===== src/hw/rtl/crfm_pkg.sv =====
// Shared types, constants and register codes of the foliage metrics block.
`default_nettype none

package crfm_pkg;

	// Frame geometry limits; counters saturate here
	localparam int unsigned MAX_ROWS = 4096;
	localparam int unsigned MAX_COLS = 4096;

	// Field widths
	localparam int unsigned CHAN_W  = 8;
	localparam int unsigned LINE_W  = 13;
	localparam int unsigned COUNT_W = 25;
	localparam int unsigned TOP_W   = 14;
	localparam int unsigned DIFF_W  = 26;

	// Configuration port geometry
	localparam int unsigned CFG_IDX_W  = 3;
	localparam int unsigned CFG_DATA_W = 13;

	// Stream payload widths
	localparam int unsigned IN_DATA_W  = 24;
	localparam int unsigned IN_USER_W  = 2;
	localparam int unsigned OUT_DATA_W = 104;

	localparam logic [COUNT_W-1:0] FRAME_MAX = COUNT_W'(MAX_ROWS * MAX_COLS);
	localparam logic [LINE_W-1:0]  ROW_MAX   = LINE_W'(MAX_ROWS);
	localparam logic [LINE_W-1:0]  COL_MAX   = LINE_W'(MAX_COLS);

	// Configuration register indexes
	typedef enum logic [CFG_IDX_W-1:0] {
		CFG_BLUE_LOW   = 3'd0,
		CFG_GREEN_LOW  = 3'd1,
		CFG_RED_LOW    = 3'd2,
		CFG_BLUE_HIGH  = 3'd3,
		CFG_GREEN_HIGH = 3'd4,
		CFG_RED_HIGH   = 3'd5,
		CFG_ROW_THRESH = 3'd6
	} cfg_idx_t;

	// Live configuration
	typedef struct packed {
		logic [LINE_W-1:0] row_hit_threshold;
		logic [CHAN_W-1:0] red_high;
		logic [CHAN_W-1:0] green_high;
		logic [CHAN_W-1:0] blue_high;
		logic [CHAN_W-1:0] red_low;
		logic [CHAN_W-1:0] green_low;
		logic [CHAN_W-1:0] blue_low;
	} cfg_t;

	// One pixel item with its marks
	typedef struct packed {
		logic              take_as_reference;
		logic              frame_end;
		logic              row_end;
		logic [CHAN_W-1:0] red;
		logic [CHAN_W-1:0] green;
		logic [CHAN_W-1:0] blue;
	} pix_t;

	// One frame result; foliage_count sits in the lowest bits
	typedef struct packed {
		logic signed [DIFF_W-1:0] count_change;
		logic signed [TOP_W-1:0]  height_change;
		logic signed [TOP_W-1:0]  top_row;
		logic [COUNT_W-1:0]       pixel_total;
		logic [COUNT_W-1:0]       foliage_count;
	} res_t;

endpackage

`default_nettype wire


===== src/hw/rtl/color_range_foliage_metrics.sv =====
// Top level of the foliage metrics block: stream ports, input and result registers.
// Usage:
//   s_* carries one BGR pixel per item in raster order. s_tdata holds blue, green,
//   red; s_tlast marks the last pixel of a row; s_tuser[0] marks the last pixel of
//   the frame and s_tuser[1] asks to keep that frame as the new reference.
//   m_* carries one item per frame: foliage count, pixel total, top row (-1 if no
//   row reaches the threshold), reference top minus top row, and foliage count
//   minus reference count.
//   cfg_* writes the color bounds and the row threshold; cfg_ready is always high.
//   Write configuration only while no frame is in flight.
// Timing:
//   One pixel is accepted per cycle unless a frame-end pixel waits in the input
//   register for a busy result slot. A pixel is counted as it leaves the input
//   register; when the last pixel of a frame leaves, the counter update between the
//   input register and the result register loads the frame result onto m_tvalid.
// Reset and stall:
//   Reset clears counters, reference (top -1, count 0) and loads default bounds.
//   While a result waits on m_tready, row pixels keep flowing; only a further
//   frame-end pixel waits in the input register, and s_tready drops behind it.
`default_nettype none

module color_range_foliage_metrics (
	input  wire logic                               clk,
	input  wire logic                               arst_n,
	input  wire logic                               s_tvalid,
	output      logic                               s_tready,
	input  wire logic [crfm_pkg::IN_DATA_W-1:0]     s_tdata,  // blue, green, red
	input  wire logic                               s_tlast,  // row_end
	input  wire logic [crfm_pkg::IN_USER_W-1:0]     s_tuser,  // frame_end, take_as_reference
	output      logic                               m_tvalid,
	input  wire logic                               m_tready,
	// foliage_count, pixel_total, top_row, height_change, count_change
	output      logic [crfm_pkg::OUT_DATA_W-1:0]    m_tdata,
	input  wire logic                               cfg_valid,
	output      logic                               cfg_ready,
	input  wire logic [crfm_pkg::CFG_IDX_W-1:0]     cfg_index,
	input  wire logic [crfm_pkg::CFG_DATA_W-1:0]    cfg_data
);

	crfm_pkg::cfg_t cfg;
	crfm_pkg::pix_t pix_s1;
	crfm_pkg::res_t res, res_q;
	logic           valid_s1, out_valid_q;
	logic           out_free, step;

	assign cfg_ready = 1'b1;

	crfm_cfg u_cfg (
		.clk      (clk),
		.arst_n   (arst_n),
		.wr_en    (cfg_valid && cfg_ready),
		.wr_index (cfg_index),
		.wr_data  (cfg_data),
		.cfg      (cfg)
	);

	// Advance the held item unless it ends a frame and the result slot is taken
	assign out_free = !out_valid_q || m_tready;
	assign step     = valid_s1 && (!pix_s1.frame_end || out_free);
	assign s_tready = !valid_s1 || step;

	// Input register
	always_ff @(posedge clk or negedge arst_n) begin
		if (!arst_n) begin
			valid_s1 <= 1'b0;
		end else if (s_tready) begin
			valid_s1 <= s_tvalid;
		end
	end

	always_ff @(posedge clk) begin
		if (s_tvalid && s_tready) begin
			pix_s1.blue              <= s_tdata[7:0];
			pix_s1.green             <= s_tdata[15:8];
			pix_s1.red               <= s_tdata[23:16];
			pix_s1.row_end           <= s_tlast;
			pix_s1.frame_end         <= s_tuser[0];
			pix_s1.take_as_reference <= s_tuser[1];
		end
	end

	crfm_accum u_accum (
		.clk    (clk),
		.arst_n (arst_n),
		.step   (step),
		.pix    (pix_s1),
		.cfg    (cfg),
		.res    (res)
	);

	// Result register
	always_ff @(posedge clk or negedge arst_n) begin
		if (!arst_n) begin
			out_valid_q <= 1'b0;
		end else if (step && pix_s1.frame_end) begin
			out_valid_q <= 1'b1;
		end else if (m_tready) begin
			out_valid_q <= 1'b0;
		end
	end

	always_ff @(posedge clk) begin
		if (step && pix_s1.frame_end) begin
			res_q <= res;
		end
	end

	assign m_tvalid = out_valid_q;
	assign m_tdata  = res_q;

`ifndef SYNTHESIS
	// An empty result slot never blocks the input side
	assert property (@(posedge clk) disable iff (!arst_n)
		!out_valid_q |-> s_tready)
		else $error("input stalled with empty result slot");

	// A counted frame end always produces a result
	assert property (@(posedge clk) disable iff (!arst_n)
		step && pix_s1.frame_end |=> out_valid_q)
		else $error("frame end lost");

	// Foliage never exceeds the pixel total
	assert property (@(posedge clk) disable iff (!arst_n)
		out_valid_q |-> res_q.foliage_count <= res_q.pixel_total)
		else $error("foliage count above pixel total");

	// Top row is either none or a valid row number
	assert property (@(posedge clk) disable iff (!arst_n)
		out_valid_q |-> (res_q.top_row == -14'sd1) ||
		                ((res_q.top_row >= 14'sd1) &&
		                 (res_q.top_row <= $signed(crfm_pkg::TOP_W'(crfm_pkg::MAX_ROWS)))))
		else $error("top row out of range");
`endif

endmodule

`default_nettype wire


===== src/hw/rtl/crfm_cfg.sv =====
// Configuration register file of the foliage metrics block.
`default_nettype none

module crfm_cfg (
	input  wire logic                            clk,
	input  wire logic                            arst_n,
	input  wire logic                            wr_en,
	input  wire logic [crfm_pkg::CFG_IDX_W-1:0]  wr_index,
	input  wire logic [crfm_pkg::CFG_DATA_W-1:0] wr_data,
	output crfm_pkg::cfg_t                       cfg
);

	crfm_pkg::cfg_t cfg_q;

	// Write one register; unknown indexes drop
	always_ff @(posedge clk or negedge arst_n) begin
		if (!arst_n) begin
			cfg_q.blue_low          <= 8'd0;
			cfg_q.green_low         <= 8'd10;
			cfg_q.red_low           <= 8'd0;
			cfg_q.blue_high         <= 8'd100;
			cfg_q.green_high        <= 8'd255;
			cfg_q.red_high          <= 8'd100;
			cfg_q.row_hit_threshold <= 13'd5;
		end else if (wr_en) begin
			unique case (crfm_pkg::cfg_idx_t'(wr_index))
				crfm_pkg::CFG_BLUE_LOW:   cfg_q.blue_low   <= wr_data[crfm_pkg::CHAN_W-1:0];
				crfm_pkg::CFG_GREEN_LOW:  cfg_q.green_low  <= wr_data[crfm_pkg::CHAN_W-1:0];
				crfm_pkg::CFG_RED_LOW:    cfg_q.red_low    <= wr_data[crfm_pkg::CHAN_W-1:0];
				crfm_pkg::CFG_BLUE_HIGH:  cfg_q.blue_high  <= wr_data[crfm_pkg::CHAN_W-1:0];
				crfm_pkg::CFG_GREEN_HIGH: cfg_q.green_high <= wr_data[crfm_pkg::CHAN_W-1:0];
				crfm_pkg::CFG_RED_HIGH:   cfg_q.red_high   <= wr_data[crfm_pkg::CHAN_W-1:0];
				crfm_pkg::CFG_ROW_THRESH: cfg_q.row_hit_threshold <= wr_data;
				default: ;
			endcase
		end
	end

	assign cfg = cfg_q;

endmodule

`default_nettype wire


===== src/hw/rtl/crfm_accum.sv =====
// Pixel classification and per-frame counters of the foliage metrics block.
`default_nettype none

module crfm_accum (
	input  wire logic           clk,
	input  wire logic           arst_n,
	input  wire logic           step,
	input  wire crfm_pkg::pix_t pix,
	input  wire crfm_pkg::cfg_t cfg,
	output crfm_pkg::res_t      res
);

	logic [crfm_pkg::COUNT_W-1:0]      frame_pixels_q, frame_hits_q;
	logic [crfm_pkg::LINE_W-1:0]       row_hits_q, row_number_q;
	logic signed [crfm_pkg::TOP_W-1:0] found_top_q, ref_top_q;
	// Running negated frame count, negated reference count, and frame count minus reference count
	logic signed [crfm_pkg::DIFF_W-1:0] neg_hits_q, neg_ref_q, diff_q;

	logic                               hit, hits_inc, row_close, top_hit;
	logic [crfm_pkg::COUNT_W-1:0]       frame_pixels_nx, frame_hits_nx;
	logic [crfm_pkg::LINE_W-1:0]        row_hits_nx, this_row;
	logic signed [crfm_pkg::TOP_W-1:0]  found_top_nx;
	logic signed [crfm_pkg::DIFF_W-1:0] neg_hits_nx;

	// Classify the pixel against the three bands
	assign hit = (pix.blue  >= cfg.blue_low)  && (pix.blue  <= cfg.blue_high)  &&
	             (pix.green >= cfg.green_low) && (pix.green <= cfg.green_high) &&
	             (pix.red   >= cfg.red_low)   && (pix.red   <= cfg.red_high);

	// Advance saturating counters
	assign hits_inc        = hit && (frame_hits_q < crfm_pkg::FRAME_MAX);
	assign frame_hits_nx   = frame_hits_q + crfm_pkg::COUNT_W'(hits_inc);
	assign frame_pixels_nx = (frame_pixels_q < crfm_pkg::FRAME_MAX) ?
	                         frame_pixels_q + crfm_pkg::COUNT_W'(1) : crfm_pkg::FRAME_MAX;
	assign row_hits_nx     = (hit && (row_hits_q < crfm_pkg::COL_MAX)) ?
	                         row_hits_q + crfm_pkg::LINE_W'(1) : row_hits_q;
	assign neg_hits_nx     = neg_hits_q - crfm_pkg::DIFF_W'(hits_inc);

	// Close the row and latch the first qualifying one
	assign row_close = pix.row_end || pix.frame_end;
	assign this_row  = (row_number_q < crfm_pkg::ROW_MAX) ?
	                   row_number_q + crfm_pkg::LINE_W'(1) : crfm_pkg::ROW_MAX;
	assign top_hit   = row_close && found_top_q[crfm_pkg::TOP_W-1] &&
	                   (row_hits_nx >= cfg.row_hit_threshold);
	assign found_top_nx = top_hit ? crfm_pkg::TOP_W'({1'b0, this_row}) : found_top_q;

	// Form the frame result
	always_comb begin
		res.foliage_count = frame_hits_nx;
		res.pixel_total   = frame_pixels_nx;
		res.top_row       = found_top_nx;
		res.height_change = ref_top_q - found_top_nx;
		res.count_change  = diff_q + crfm_pkg::DIFF_W'(hits_inc);
	end

	// Hold state; clear per-frame state at frame end and take the reference when asked
	always_ff @(posedge clk or negedge arst_n) begin
		if (!arst_n) begin
			frame_pixels_q <= '0;
			frame_hits_q   <= '0;
			row_hits_q     <= '0;
			row_number_q   <= '0;
			found_top_q    <= '1;
			ref_top_q      <= '1;
			neg_hits_q     <= '0;
			neg_ref_q      <= '0;
			diff_q         <= '0;
		end else if (step) begin
			if (pix.frame_end) begin
				frame_pixels_q <= '0;
				frame_hits_q   <= '0;
				row_hits_q     <= '0;
				row_number_q   <= '0;
				found_top_q    <= '1;
				neg_hits_q     <= '0;
				if (pix.take_as_reference) begin
					ref_top_q <= found_top_nx;
					neg_ref_q <= neg_hits_nx;
					diff_q    <= neg_hits_nx;
				end else begin
					diff_q <= neg_ref_q;
				end
			end else begin
				frame_pixels_q <= frame_pixels_nx;
				frame_hits_q   <= frame_hits_nx;
				neg_hits_q     <= neg_hits_nx;
				diff_q         <= diff_q + crfm_pkg::DIFF_W'(hits_inc);
				found_top_q    <= found_top_nx;
				if (row_close) begin
					row_number_q <= this_row;
					row_hits_q   <= '0;
				end else begin
					row_hits_q <= row_hits_nx;
				end
			end
		end
	end

endmodule

`default_nettype wire

===== config.mk =====
export PLATFORM = sky130hd
export DESIGN_NAME = color_range_foliage_metrics
export DESIGN_NICKNAME = d
export VERILOG_FILES = /design/src/hw/rtl/crfm_pkg.sv /design/src/hw/rtl/color_range_foliage_metrics.sv /design/src/hw/rtl/crfm_cfg.sv /design/src/hw/rtl/crfm_accum.sv
export SDC_FILE = /design/constraint.sdc
export NUM_CORES = 1
export LEC_CHECK = 0
export ABC_CLOCK_PERIOD_IN_PS = 11510
export BUFFER_PORTS_ARGS = -buffer_cell sky130_fd_sc_hd__buf_2
export CAP_MARGIN = 20
export CELL_PAD_IN_SITES_DETAIL_PLACEMENT = 1
export CELL_PAD_IN_SITES_GLOBAL_PLACEMENT = 1
export CORE_MARGIN = 4
export CORE_UTILIZATION = 39
export CTS_BUF_LIST = sky130_fd_sc_hd__clkbuf_8
export DETAILED_ROUTE_END_ITERATION = 10
export GPL_TIMING_DRIVEN = 0
export PLACE_DENSITY_LB_ADDON = 0.12
export SYNTH_ARGS = -nofsm -noshare
export SYNTH_HDL_FRONTEND = slang
export SYNTH_HIERARCHICAL = 1
export SYNTH_SLANG_ARGS = --single-unit

===== constraint.sdc =====
create_clock -name clk -period 11.51 [get_ports clk]
set_clock_uncertainty 0.1 [all_clocks]
set_input_delay 2.302 -clock clk [delete_from_list [all_inputs] [get_ports clk]]
set_output_delay 2.302 -clock clk [all_outputs]
set_load 0.05 [all_outputs]

**Word level (Yosys, flattened, before mapping)**

Index checks and enable logic that the tools add are counted.

- Equality and inequality tests: 6
- Add/subtract/negate cells: 7
- Reductions and logical operators: 32
- Divide/modulo/power cells: 0
- Shift-type cells: 0
- Multipliers: 0
- Magnitude comparators: 11
- Muxes and demuxes: 16
- Bitwise logic cells: 0

Operators by type and width:

| operator | count |
|---|---|
| 2-to-1 mux 13 bit | 6 |
| 2-to-1 mux 26 bit | 3 |
| 2-to-1 mux 25 bit | 3 |
| less-than comparator 25 bit, second input constant | 2 |
| 2-to-1 mux 14 bit | 2 |
| adder 13 x 1 -> 13 bit, second input constant | 2 |
| adder 26 x 1 -> 26 bit | 1 |
| less-than comparator 13 bit, second input constant | 2 |
| subtractor 26 x 1 -> 26 bit | 1 |
| adder 25 x 1 -> 25 bit | 1 |
| adder 25 x 1 -> 25 bit, second input constant | 1 |
| >= comparator 8 bit | 3 |
| less-or-equal comparator 8 bit | 3 |
| AND reduction 2 bit | 9 |
| subtractor 14 bit | 1 |
| >= comparator 13 bit | 1 |
| logical AND 1 bit | 12 |
| == test 3 bit, second input constant | 3 |
| == test 3 x 2 -> 1 bit, second input constant | 2 |
| logical OR 1 bit | 4 |
| nonzero test 2 bit | 2 |
| == test 3 x 1 -> 1 bit, second input constant | 1 |
| zero test 1 bit | 3 |
| zero test 3 bit | 1 |
| 2 further kinds | 3 |

- Latch bits: 0
- Memories kept: 0
- Memory bits (read-only): 0
- Flip-flop bits (word level): 376
- Bits of input ports: 48
- Word-level logic and storage cells: 101
- Output and inout port bits: 107
- Memory bits (writable): 0

**Depth between registers and ports, before layout**

Gate-level depths: netlist (run 1).

- Depth in word-level cells: 12
- Mapped depth: 26
- Gate-level depth less buffers: 25

**Cells and area by module**

Netlist (run 1), hierarchy kept.

Modules (own cells, without submodules):

| module | instances | cells an instance | seq. area each (um^2) | area each (um^2) |
|---|---|---|---|---|
| crfm_accum | 1 | 1,418 | 4,589.4 | 12,380.6 |
| color_range_foliage_metrics | 1 | 143 | 3,983.8 | 4,066.4 |
| crfm_cfg | 1 | 134 | 1,549.0 | 2,363.5 |

**Worst setup path before layout (run 1)**

OpenSTA, ideal clock, no wires.

- Kind: input to register
- Start point: input m_tready
- End point: register res_q (netlist bit m_tdata[0]), enable pin
- Stages: 2
- Path buffers: 0
- Setup time: 0.567 ns
- Arrival: 6.651 ns
- Required time: 10.843 ns
- Setup slack: 4.191 ns
- Path through: nor2b_4 > nor2_1

- Word-level cells in the longest chain between the ends: 4

Ends and longest elaborated chain:

| what | RTL line | text |
|---|---|---|
| start: declaration | color_range_foliage_metrics.sv:31 | `input wire logic m_tready,` |
| logical OR 1 bit | color_range_foliage_metrics.sv:58 | `assign out_free = !out_valid_q \|\| m_tready;` |
| logical OR 1 bit | color_range_foliage_metrics.sv:59 | `assign step = valid_s1 && (!pix_s1.frame_end \|\| out_free);` |
| logical AND 1 bit | color_range_foliage_metrics.sv:59 |  |
| logical AND 1 bit | color_range_foliage_metrics.sv:103 | `if (step && pix_s1.frame_end) begin` |
| end signal: assignment | color_range_foliage_metrics.sv:104 | `res_q <= res;` |
| end: declaration | color_range_foliage_metrics.sv:42 | `crfm_pkg::res_t res, res_q;` |

No other way between the ends.
A chain may end at the register's enable or synchronous reset.

==> results.txt, run 1 <==
----------------------------------------------------
[Status]
  Result of the run ... finished, final reports clean

[Cells and area]
  Layout fillers ... 5,248
  Final layout net count ... just over 2k
  Summed area of non-filler cells in the final layout ... about 22,000 um2
  Inserted Diodes ... 0
  Fraction of final layout cells with drive strength greater than 1 ... a little over a fifth
  Layout Cells excl Fill ... roughly 2.6k
  Final design utilization ... between 40% and 50%
  Flip-flop and latch area ... 10,100 um2
  Multi-input gate area ... approximately 8000 um2
  Post-synthesis to final-layout area growth ... 16.6%

[Worst setup path]
  Capturing point of the worst reg2reg path ... m_tdata[77]
  Critical path capture point ... m_tdata[77]
  Critical setup path kind ... reg -> reg
  Worst endpoint required time ... around 12 ns
  R2r worst-path depth ... 23
  R2r startpoint ... u_cfg/cfg[46]
  Critical Path Sink Type ... flip-flop
  Origin of the worst setup path ... u_cfg/cfg[46]
  Crit path launch type ... flip-flop
  Critical Path Fanout Max ... 10
  R2r setup slk ... slightly below 4 ns
  Data arrival at the endpoint of the critical path ... approximately 8 ns

[Place]
  DP Area ... 20,500 um2
  Cell count after placement ... between 2k and 2.5k
  Number of port buffers ... 152
  Weighted congestion reported at the end of routability-driven placement ... 0.791
  Dpl hpwl ... around 37,000 um

[Synth]
  Number of different library cells in the post-synthesis netlist ... 77
  Number of warning messages in the yosys log ... 6
  Sequential share of the synthesized area ... about 54%
  Flops & latches, synth ... between 300 and 400
  Net count of the mapped netlist ... approximately 1.8k
  Ranking of synthesized cells by area ... sky130_fd_sc_hd__dfrtp_1, sky130_fd_sc_hd__edfxtp_1, sky130_fd_sc_hd__dfstp_2
  Ys async rst share ... about 65%
  Top cell type by total area after synthesis ... sky130_fd_sc_hd__dfrtp_1
  Area share of the largest cell type after synthesis ... a little over a quarter
  Count of flip-flops with a built-in enable after synthesis ... between 100 and 150
  Average size of a mapped cell ... around 11 um2
  Post-Syn Instances ... about 1.7k
  Mapped cell area ... roughly 19,000 um2
  Prevailing post-synth register cell ... sky130_fd_sc_hd__dfrtp_1

[CTS]
  CTS root buf ... sky130_fd_sc_hd__clkbuf_8
  CTS HTree Levels ... 3
  Post_cts resized ... 0
  Post CTS Setup Buffer Count ... 0
  Clock latency of the later-clocked register in the worst-skew pair ... 0.63 ns
  Clock tree from TritonCTS ... yes
  Total clock sinks ... approximately 380
  Clock-pin transition on the worst setup and hold timing paths ... 0.06 ns
  Worst-case clock buffer depth ... 3
  Cts hold-fix bufs ... 0
  Number of CTS-inserted buffers ... approximately 70

[Global route]
  Pin count of the biggest net entering global routing ... 97
  Wire length of the first global-routing pass ... slightly above 80,000 um
  Antenna violations before repair ... 0
  Number of global-route vias before repair ... 14.7k
  GRT Resource Usage Total ... between 20% and 30%
  Leftover overflow at the end of global routing ... 0

[Route]
  Wire length reported by the detailed router ... around 52,000 um
  Via density ... roughly 5.4
  Average detailed-routed wire length per instance ... 20.1 um
  Via count ... 13.9k
  Iteration count of the initial detailed-routing pass ... 4
  1st-iter DRT viols ... 724
  DR DRC count ... 0
  Residual antenna-violating net count after detailed routing ... 0

[Power and ir drop]
  Leakage component of the power ... 9.50 nW
  IR drop worst, VDD ... 112 uV
  Power per standard cell area ... around 170 nW/um2

[Die]
  Overall die width ... 228 um
  Vertical die dimension ... ~230 um
  Starting utilization of the core area ... about 39%
  Total die area ... 51,800 um2
  Core footprint ... 47,700 um2
  Number of placement rows ... 80
  I/O pin total ... between 150 and 200

[Timing]
  Transition time of the tightest slew-check pin ... around 0.98 ns
  Total count of max-transition violations in the final report ... 0
  Achievable frequency ... 131 MHz
  Final number of setup-violating endpoints ... 0
  Number of hold violations in the final report ... 0
  Relative slew slack ... 33.8%
  Setup repair after global routing missed its margin ... false
  Portion of the clock cycle consumed by the worst path in the final layout ... between 60% and 70%
  Crit path time final ... approximately 7.6 ns
  Setup Total Neg Slack ... 0 ns

[Hold path]
  Class of the tightest hold or removal check ... reg -> reg

[Flow run]
  Number of max-cap violations ... 0

----------------------------------------------------
[state kept, by name, indices dropped and copies added, names as in the netlist]
signal	count
pix_s1	27
u_accum/diff_q	26
u_accum/frame_pixels_q	25
m_tdata	104
u_cfg/cfg	61
valid_s1	1
u_accum/row_hits_q	13
u_accum/neg_hits_q	26
u_accum/neg_ref_q	26
u_accum/row_number_q	13
u_accum/frame_hits_q	25
u_accum/ref_top_q	14
u_accum/found_top_q	14
m_tvalid	1
[synthesized netlist by cell type, types with 6 or more instances]
cell type                   count
sky130_fd_sc_hd__dfrtp_1      199
sky130_fd_sc_hd__a211oi_1       8
sky130_fd_sc_hd__clkbuf_1      51
sky130_fd_sc_hd__ha_1          83
sky130_fd_sc_hd__nand2_1      132
sky130_fd_sc_hd__inv_1        103
sky130_fd_sc_hd__and2_1        10
sky130_fd_sc_hd__nand4_1       25
sky130_fd_sc_hd__and3_1        25
sky130_fd_sc_hd__nor3_1        34
sky130_fd_sc_hd__a221o_1        7
sky130_fd_sc_hd__or2_2          6
sky130_fd_sc_hd__mux2i_1       24
sky130_fd_sc_hd__xnor2_1       72
sky130_fd_sc_hd__o211ai_1       6
sky130_fd_sc_hd__buf_1         11
sky130_fd_sc_hd__a21oi_1       76
sky130_fd_sc_hd__or3_1         23
sky130_fd_sc_hd__nand2b_1      12
sky130_fd_sc_hd__edfxtp_1     131
sky130_fd_sc_hd__o31ai_1       14
sky130_fd_sc_hd__dfstp_2       46
sky130_fd_sc_hd__nor2b_1       11
sky130_fd_sc_hd__a21o_1        23
sky130_fd_sc_hd__o21ai_0      104
sky130_fd_sc_hd__o21a_1         8
sky130_fd_sc_hd__and4_1        10
sky130_fd_sc_hd__a22o_1        44
sky130_fd_sc_hd__o22ai_1       12
sky130_fd_sc_hd__o22a_1        12
sky130_fd_sc_hd__xor2_1        47
sky130_fd_sc_hd__nor4_1         9
sky130_fd_sc_hd__or4_1          6
sky130_fd_sc_hd__mux2_2        67
sky130_fd_sc_hd__o2bb2ai_1     10
sky130_fd_sc_hd__nor2_1       120
sky130_fd_sc_hd__nand3_1       39
sky130_fd_sc_hd__buf_2          6
[metal layers]
metal  GRT usage, %  routed length (um)  share of wire [%]
met5              0                   0                  0
met2           33.4               24600                 47
met4           6.09                1410                2.7
met1           27.3               24500                 47
met3           3.69                1700                3.2
[metrics by stage]
stage / setup WS [ns] / total power [mW] / hold slack [ns]
after floorplan: 4.19 / 2.24 / 0.342
after global placement: 1.81 / 2.44 / 0.354
after global routing: 3.12 / 4.00 / 0.390
after CTS: 3.74 / 3.83 / 0.376
after detailed placement: 3.79 / 2.48 / 0.364
final: 3.87 / 3.78 / 0.376
[power breakdown]
group | internal, mW | total (mW) | switching [mW]
combinational | 0.284 | 0.737 | 0.453
clock | 0.739 | 1.33 | 0.589
sequential | 1.58 | 1.71 | 0.126
[kinds of logic after synthesis]
group                    count (synthesis)  share of synthesized area, %
buffers and inverters                  175                          3.61
other                                    1                        0.0199
flip-flops                             376                          53.8
adder cells (fa/ha/maj)                 84                          5.63
multiplexers                            91                          5.29
AO/OA/AOI/OAI                          361                          12.7
AND/OR/NAND/NOR                        487                          13.3
XOR/XNOR                               120                          5.63
[final cells by class]
type                    count  area share (%)
clock buffers              92            5.77
plain buffers              71            1.32
well taps                 615            3.51
clock inverters            41           0.901
repair buffers            157            4.04
flip-flops and latches    376            46.1
inverters                 104            1.78
multi-input cells        1144            36.5
[worst min path at each step]
stage	to	slack [ns]	from	cells past startpoint
3_5_place_dp	u_accum/neg_ref_q[2]	0.36	u_accum/neg_ref_q[2]	2
5_1_grt	u_accum/neg_ref_q[13]	0.39	u_accum/neg_ref_q[13]	1
6_report	u_accum/neg_ref_q[9]	0.38	u_accum/neg_ref_q[9]	2
4_1_cts	u_accum/neg_ref_q[2]	0.38	u_accum/neg_ref_q[2]	2
2_1_floorplan	u_accum/neg_ref_q[2]	0.34	u_accum/neg_ref_q[2]	2
3_3_place_gp	u_accum/neg_ref_q[13]	0.35	u_accum/neg_ref_q[13]	1
[critical path, stage by stage (launching register included)]
cell and delay [ns]:
sky130_fd_sc_hd__dfstp_2 0.53, sky130_fd_sc_hd__inv_1 0.04, sky130_fd_sc_hd__ha_1 0.28, sky130_fd_sc_hd__nand4_1 0.13, sky130_fd_sc_hd__nor2_1 0.20, sky130_fd_sc_hd__o22ai_1 0.09, sky130_fd_sc_hd__nor4_1 0.64, sky130_fd_sc_hd__nand4_1 0.41
sky130_fd_sc_hd__clkbuf_1 0.36, sky130_fd_sc_hd__nor3_1 0.37, sky130_fd_sc_hd__xnor2_1 0.14, sky130_fd_sc_hd__ha_1 0.21, sky130_fd_sc_hd__a2111oi_0 0.44, sky130_fd_sc_hd__o31ai_1 0.20, sky130_fd_sc_hd__o2111ai_2 0.53, sky130_fd_sc_hd__buf_2 0.38
sky130_fd_sc_hd__mux2i_1 0.39, sky130_fd_sc_hd__ha_1 0.35, sky130_fd_sc_hd__a21oi_1 0.25, sky130_fd_sc_hd__nand2_1 0.08, sky130_fd_sc_hd__nor3_1 0.30, sky130_fd_sc_hd__o31ai_1 0.18, sky130_fd_sc_hd__o41ai_1 0.57, sky130_fd_sc_hd__xnor2_1 0.16
[cells in the final DEF (no fill, tap or decap), types with 7 or more instances in the layout]
cell / n
sky130_fd_sc_hd__a211oi_1: 8
sky130_fd_sc_hd__a21o_1: 23
sky130_fd_sc_hd__a21oi_1: 76
sky130_fd_sc_hd__a221o_1: 7
sky130_fd_sc_hd__a22o_1: 44
sky130_fd_sc_hd__and2_1: 9
sky130_fd_sc_hd__and3_1: 25
sky130_fd_sc_hd__and4_1: 10
sky130_fd_sc_hd__buf_1: 11
sky130_fd_sc_hd__buf_2: 157
sky130_fd_sc_hd__clkbuf_1: 51
sky130_fd_sc_hd__clkbuf_8: 92
sky130_fd_sc_hd__dfrtp_1: 199
sky130_fd_sc_hd__dfstp_2: 46
sky130_fd_sc_hd__edfxtp_1: 131
sky130_fd_sc_hd__ha_1: 83
sky130_fd_sc_hd__inv_1: 132
sky130_fd_sc_hd__mux2_2: 67
sky130_fd_sc_hd__mux2i_1: 24
sky130_fd_sc_hd__nand2_1: 132
sky130_fd_sc_hd__nand2b_1: 12
sky130_fd_sc_hd__nand3_1: 39
sky130_fd_sc_hd__nand4_1: 25
sky130_fd_sc_hd__nor2_1: 119
sky130_fd_sc_hd__nor2b_1: 11
sky130_fd_sc_hd__nor3_1: 34
sky130_fd_sc_hd__nor4_1: 9
sky130_fd_sc_hd__o21a_1: 8
sky130_fd_sc_hd__o21ai_0: 104
sky130_fd_sc_hd__o22a_1: 12
sky130_fd_sc_hd__o22ai_1: 12
sky130_fd_sc_hd__o2bb2ai_1: 10
sky130_fd_sc_hd__o31ai_1: 14
sky130_fd_sc_hd__or3_1: 23
sky130_fd_sc_hd__xnor2_1: 72
sky130_fd_sc_hd__xor2_1: 47
Power figures use the tool's default switching activity.
==> run 2, diff against run 1 <==
- ABC_CLOCK_PERIOD_IN_PS: 11510 -> 6350
- clock period: 11.51 -> 6.35 ns (I/O delays scaled with it)
==> results.txt, run 2 (same netlist as run 1, synthesis figures left out) <==
----------------------------------------------------
[Power and ir drop]
  Leakage component of the power ... about 9.7 nW
  Power per standard cell area ... approximately 310 nW/um2
  IR drop worst, VDD ... 204 uV

[Global route]
  Met3 track demand over resource in global routing ... under 10%
  Wire length of the first global-routing pass ... around 83,000 um
  Met2 usage in global routing ... roughly a third
  GRT Resource Usage Total ... 20.3%
  Routing layer with the top usage in global route ... met2
  Antenna violations before repair ... 0
  Fraction of met1 tracks used by global routing ... roughly 27%
  Pin count of the biggest net entering global routing ... just under 100
  Number of global-route vias before repair ... between 10k and 15k
  Leftover overflow at the end of global routing ... 0

[Timing]
  Setup slack of the critical path after layout ... ~0.083 ns
  Final number of setup-violating endpoints ... 0
  Portion of the clock cycle consumed by the worst path in the final layout ... around 99%
  Setup repair after global routing missed its margin ... true
  Number of hold violations in the final report ... 0
  Total count of max-transition violations in the final report ... 0
  Relative slew slack ... between 30% and 40%
  Transition time of the tightest slew-check pin ... approximately 0.98 ns
  Crit path time final ... 6.27 ns
  Achievable frequency ... ~160 MHz
  Setup Total Neg Slack ... 0 ns

[Worst setup path]
  Worst endpoint required time ... between 6 and 7 ns
  Critical Path Fanout Max ... 6
  Data arrival at the endpoint of the critical path ... roughly 6.5 ns
  Critical Path Sink Type ... flip-flop
  Critical setup path kind ... reg -> reg
  Crit path launch type ... flip-flop

[CTS]
  Total clock sinks ... 376
  Worst-case clock buffer depth ... 3
  Clock tree from TritonCTS ... yes
  Number of CTS-inserted buffers ... 72
  CTS root buf ... sky130_fd_sc_hd__clkbuf_8
  Clock latency of the later-clocked register in the worst-skew pair ... 0.64 ns
  Clock-pin transition on the worst setup and hold timing paths ... around 0.060 ns
  CTS HTree Levels ... 3

[Route]
  Iteration count of the initial detailed-routing pass ... 5
  Residual antenna-violating net count after detailed routing ... 0
  1st-iter DRT viols ... roughly 630
  DR DRC count ... 0
  Via count ... about 14k
  Average detailed-routed wire length per instance ... between 20 and 25 um
  Wire length reported by the detailed router ... about 53,000 um
  Via density ... about 5.4

[Place]
  Dpl hpwl ... about 37,000 um
  Weighted congestion reported at the end of routability-driven placement ... a little under 0.8
  Pre-CTS worst setup slack ... -1.37 ns
  Number of port buffers ... roughly 150

[Cells and area]
  Most common library cell in the layout ignoring fill and taps ... sky130_fd_sc_hd__dfrtp_1
  Final layout net count ... between 2k and 2.5k
  Max reg flops ... approximately 100
  Post-synthesis to final-layout area growth ... 19.5%
  Most frequent cells in the layout ... sky130_fd_sc_hd__dfrtp_1, sky130_fd_sc_hd__buf_2, sky130_fd_sc_hd__nand2_1
  Final design utilization ... approximately 47%
  Fraction of final layout cells with drive strength greater than 1 ... 23.5%

[Die]
  Number of placement rows ... 80
  I/O pin total ... ~160
  Core footprint ... around 48,000 um2
  Starting utilization of the core area ... approximately two fifths
  Total die area ... 51,800 um2
  Vertical die dimension ... 228 um
  Overall die width ... between 200 and 250 um

[Flow run]
  Number of max-cap violations ... 0

[Hold path]
  Class of the tightest hold or removal check ... reg -> reg

[Status]
  Result of the run ... finished, final reports clean

----------------------------------------------------
run 2: cell types whose count changed in the layout (fill, tap and decap cells not counted), sizes merged:
cell    previous run  this run
buf              177       194
clkbuf           143       141
diode              0         1
run 2: path summary, 6_finish.rpt:
kind                                       from                         end  slack, ns  depth (start not counted)
setup reg to reg                  u_cfg/cfg[42]                 m_tdata[76]       0.08                         26
hold reg to reg            u_accum/neg_ref_q[9]        u_accum/neg_ref_q[9]       0.37                          2
setup / recovery                  u_cfg/cfg[42]                 m_tdata[76]       0.08                         26
hold / removal             u_accum/neg_ref_q[9]        u_accum/neg_ref_q[9]       0.37                          2
max in group asynchronous                arst_n        u_accum/ref_top_q[0]       4.28                          3
min in group asynchronous                arst_n  u_accum/frame_pixels_q[11]       0.52                          1
run 2: worst max-delay path: stages (launching register included):
cell	delay [ns]
sky130_fd_sc_hd__dfstp_2	0.54
sky130_fd_sc_hd__inv_2	0.05
sky130_fd_sc_hd__ha_4	0.25
sky130_fd_sc_hd__nand4_1	0.15
sky130_fd_sc_hd__nor2_4	0.21
sky130_fd_sc_hd__a211oi_4	0.06
sky130_fd_sc_hd__nor4_4	0.36
sky130_fd_sc_hd__nand4b_1	0.24
sky130_fd_sc_hd__buf_8	0.19
sky130_fd_sc_hd__nor3_4	0.16
sky130_fd_sc_hd__xnor2_2	0.16
sky130_fd_sc_hd__ha_1	0.28
sky130_fd_sc_hd__a21o_1	0.20
sky130_fd_sc_hd__a21o_1	0.16
sky130_fd_sc_hd__a211o_1	0.30
sky130_fd_sc_hd__o2111ai_4	0.37
sky130_fd_sc_hd__mux2_4	0.27
sky130_fd_sc_hd__ha_4	0.13
sky130_fd_sc_hd__inv_2	0.04
sky130_fd_sc_hd__fa_2	0.39
sky130_fd_sc_hd__a21oi_4	0.19
sky130_fd_sc_hd__o211ai_1	0.13
sky130_fd_sc_hd__a31oi_2	0.28
sky130_fd_sc_hd__o21ai_1	0.12
sky130_fd_sc_hd__and2_4	0.18
sky130_fd_sc_hd__o41ai_4	0.33
sky130_fd_sc_hd__xnor2_1	0.13
run 2: metrics by stage:
step | hold slack, ns | instances | cell area [um2] | power (mW)
6_report | 0.375 | 2616 | 22500 | 6.91
2_1_floorplan | 0.342 | 1695 | 18800 | 4.06
4_1_cts | 0.376 | 2610 | 22200 | 6.97
3_3_place_gp | 0.354 | 2462 | 20300 | 4.42
3_5_place_dp | 0.364 | 2467 | 20500 | 4.49
5_1_grt | 0.390 | 2615 | 22500 | 7.31
run 2: area by class of cell:
type                    instances  area (um2)
diodes                          1        2.50
inverters                     104         390
repair buffers                172        1010
clock buffers                  92        1270
multi-input cells            1144        8410
well taps                     615         769
plain buffers                  71         319
clock inverters                41         198
fillers                      5217       25300
flip-flops and latches        376       10100
run 2: report_power, final:
part           switching (mW)  internal, mW  total (mW)
combinational           0.849         0.546        1.39
clock                    1.07          1.34        2.41
sequential              0.231          2.87        3.10
total                    2.15          4.76        6.91
run 2: timing repair:
action,CTS,global route
endpoints found under the setup margin,11,6
gates resized for setup,31,47
hold buffers,0,0
pin swaps,7,29
buffers inserted,10,5
run 2: metal layers:
layer / wire [um] / up-vias
li1: - / 6614
met1: 24800 / 7146
met2: 25000 / 220
met3: 1700 / 92
met4: 1470 / 0
met5: 0 / -
==> run 3, diff against run 2 <==
- ABC_CLOCK_PERIOD_IN_PS: 6350 -> 6500
- clock period: 6.35 -> 6.5 ns (I/O delays scaled with it)
==> results.txt, run 3 (same netlist as run 1, synthesis figures left out) <==
----------------------------------------------------
[Status]
  Result of the run ... finished, final reports clean

[Timing]
  Transition time of the tightest slew-check pin ... slightly below 1 ns
  Relative slew slack ... between 30% and 40%
  Number of hold violations in the final report ... 0
  Final number of setup-violating endpoints ... 0
  Total count of max-transition violations in the final report ... 0
  Portion of the clock cycle consumed by the worst path in the final layout ... between 90% and 100%
  Achievable frequency ... 158 MHz
  Crit path time final ... about 6.3 ns

[Worst setup path]
  Top Family by Delay on Critical Path ... compound AO/OA/AOI/OAI gates
  WP buf/inv ... 3
  Data arrival at the endpoint of the critical path ... roughly 6.6 ns
  Critical Path Sink Type ... flip-flop
  Crit path launch type ... flip-flop
  Delay of the slowest cell on the worst path ... 0.53 ns
  Critical Path Slowest Stage Cell ... sky130_fd_sc_hd__dfstp_2
  Worst endpoint required time ... between 6 and 7 ns
  Critical setup path kind ... reg -> reg
  Critical Path Fanout Max ... 6

[Power and ir drop]
  Cell-internal power ... 4.64 mW
  Leakage component of the power ... slightly below 10 nW
  Proportion of power drawn by the clock network ... 35.0%
  Register share of total power ... 45.0%
  Net load switching power ... between 2 and 2.5 mW
  Switching power as a share of total power ... a little under a third
  IR drop worst, VDD ... 199 uV
  Power per standard cell area ... between 300 and 400 nW/um2
  Combinational cell fraction of total power ... roughly a fifth

[Cells and area]
  Post-synthesis to final-layout area growth ... 19.0%
  Final design utilization ... 46.9%
  Fraction of final layout cells with drive strength greater than 1 ... 22.9%
  Final layout net count ... slightly above 2k
  Most frequent cells in the layout ... sky130_fd_sc_hd__dfrtp_1, sky130_fd_sc_hd__buf_2, sky130_fd_sc_hd__nand2_1
  Max reg flops ... about 100
  Most common library cell in the layout ignoring fill and taps ... sky130_fd_sc_hd__dfrtp_1
  Inserted Diodes ... 0
  Summed area of non-filler cells in the final layout ... roughly 22,000 um2

[CTS]
  CTS HTree Levels ... 3
  Number of CTS-inserted buffers ... 72
  Total clock sinks ... roughly 380
  Clock-pin transition on the worst setup and hold timing paths ... 0.06 ns
  CTS root buf ... sky130_fd_sc_hd__clkbuf_8
  Clock latency of the later-clocked register in the worst-skew pair ... between 0.6 and 0.7 ns
  Worst-case clock buffer depth ... 3
  Clock tree from TritonCTS ... yes

[Place]
  Dpl hpwl ... about 37,000 um
  Number of port buffers ... about 150
  DP Area ... a little over 20,000 um2
  Weighted congestion reported at the end of routability-driven placement ... roughly 0.79

[Global route]
  Leftover overflow at the end of global routing ... 0
  Number of global-route vias before repair ... roughly 15k
  Wire length of the first global-routing pass ... approximately 82,000 um
  GRT Resource Usage Total ... 20.2%
  Antenna violations before repair ... 0
  Pin count of the biggest net entering global routing ... 97

[Die]
  Overall die width ... around 230 um
  I/O pin total ... between 150 and 200
  Core footprint ... approximately 48,000 um2
  Number of placement rows ... 80
  Vertical die dimension ... approximately 230 um
  Starting utilization of the core area ... about two fifths
  Total die area ... around 52,000 um2

[Flow run]
  Number of max-cap violations ... 0

[Route]
  Via density ... roughly 5.4
  Average detailed-routed wire length per instance ... around 20 um
  DR DRC count ... 0
  Wire length reported by the detailed router ... approximately 53,000 um
  Iteration count of the initial detailed-routing pass ... 5
  Residual antenna-violating net count after detailed routing ... 0
  1st-iter DRT viols ... roughly 660
  Via count ... ~14k

[Hold path]
  Class of the tightest hold or removal check ... reg -> reg

----------------------------------------------------
-- run 3: cell count changes in the layout (fill, tap and decap cells not counted), sizes merged --
cell	before	now
buf	194	189
diode	1	0
-- run 3: path summary, 6_finish.rpt --
kind / slack, ns / cells after the start / to / start
hold reg to reg: 0.38 / 1 / u_accum/neg_ref_q[13] / u_accum/neg_ref_q[13]
setup reg to reg: 0.19 / 26 / m_tdata[76] / u_cfg/cfg[42]
max in group asynchronous: 4.39 / 3 / u_accum/ref_top_q[0] / arst_n
min in group asynchronous: 0.55 / 1 / u_accum/frame_pixels_q[11] / arst_n
hold / removal: 0.38 / 1 / u_accum/neg_ref_q[13] / u_accum/neg_ref_q[13]
setup / recovery: 0.19 / 26 / m_tdata[76] / u_cfg/cfg[42]
-- run 3: worst register-to-register path: stages, from the launching register on --
cell and delay [ns]:
sky130_fd_sc_hd__dfstp_2 0.53, sky130_fd_sc_hd__inv_1 0.06, sky130_fd_sc_hd__ha_4 0.26, sky130_fd_sc_hd__nand4_1 0.15, sky130_fd_sc_hd__nor2_4 0.21, sky130_fd_sc_hd__a211oi_4 0.06, sky130_fd_sc_hd__nor4_4 0.35, sky130_fd_sc_hd__nand4b_1 0.25
sky130_fd_sc_hd__buf_6 0.20, sky130_fd_sc_hd__nor3_4 0.21, sky130_fd_sc_hd__xnor2_2 0.16, sky130_fd_sc_hd__ha_1 0.28, sky130_fd_sc_hd__a21o_1 0.18, sky130_fd_sc_hd__a21o_1 0.18, sky130_fd_sc_hd__a211o_1 0.30, sky130_fd_sc_hd__o2111ai_4 0.36
sky130_fd_sc_hd__mux2_4 0.27, sky130_fd_sc_hd__ha_4 0.13, sky130_fd_sc_hd__inv_2 0.04, sky130_fd_sc_hd__fa_2 0.39, sky130_fd_sc_hd__a21oi_4 0.19, sky130_fd_sc_hd__o211ai_1 0.13, sky130_fd_sc_hd__a31oi_2 0.29, sky130_fd_sc_hd__o21ai_1 0.11
sky130_fd_sc_hd__and2_4 0.18, sky130_fd_sc_hd__o41ai_4 0.33, sky130_fd_sc_hd__xnor2_1 0.13
-- run 3: timing repair --
action                                 in CTS  in global routing
endpoints found under the hold margin       0                  0
gates resized for setup                    26                 40
setup buffers                               3                  7
setup endpoints to repair                  10                  4
hold buffers                                0                  0
pin swaps                                   4                 22
-- run 3: power by group through the flow --
| stage | Combinational [mW] | Sequential [mW] | Clock [mW] |
|---|---|---|---|
| final | 1.35 | 3.03 | 2.35 |
| after global routing | 1.50 | 3.07 | 2.55 |
| after CTS | 1.33 | 3.03 | 2.44 |
| after detailed placement | 1.31 | 3.07 | 0 |
| after global placement | 1.26 | 3.06 | 0 |
| after floorplan | 0.794 | 3.17 | 0 |
-- run 3: metal layers --
layer,up-vias,wire length (um),global-route usage [%]
li1,6603,-,-
met1,7069,24600,27.4
met2,222,24900,33.5
met3,92,1680,3.66
met4,0,1450,6.15
met5,-,0,0
-- run 3: final cells by class --
type / count / area, um2
Fill cell: 5220 / 25400
Sequential cell: 376 / 10100
Clock inverter: 41 / 198
Tap cell: 615 / 769
Timing Repair Buffer: 167 / 968
Buffer: 71 / 313
Clock buffer: 92 / 1270
Multi-Input combinational cell: 1144 / 8350
Inverter: 104 / 390
-- run 3: per-stage QoR --
step	hold WS, ns	TNS, ns	setup slack (ns)	total power, mW	instances
2_1_floorplan	0.342	0	0.183	3.96	1695
3_3_place_gp	0.354	-416.58	-2.20	4.32	2462
3_5_place_dp	0.364	-5.31	-1.22	4.38	2467
4_1_cts	0.376	-0.0116	-0.0116	6.80	2603
5_1_grt	0.390	-0.0442	-0.0427	7.13	2610
6_report	0.376	0	0.189	6.73	2610
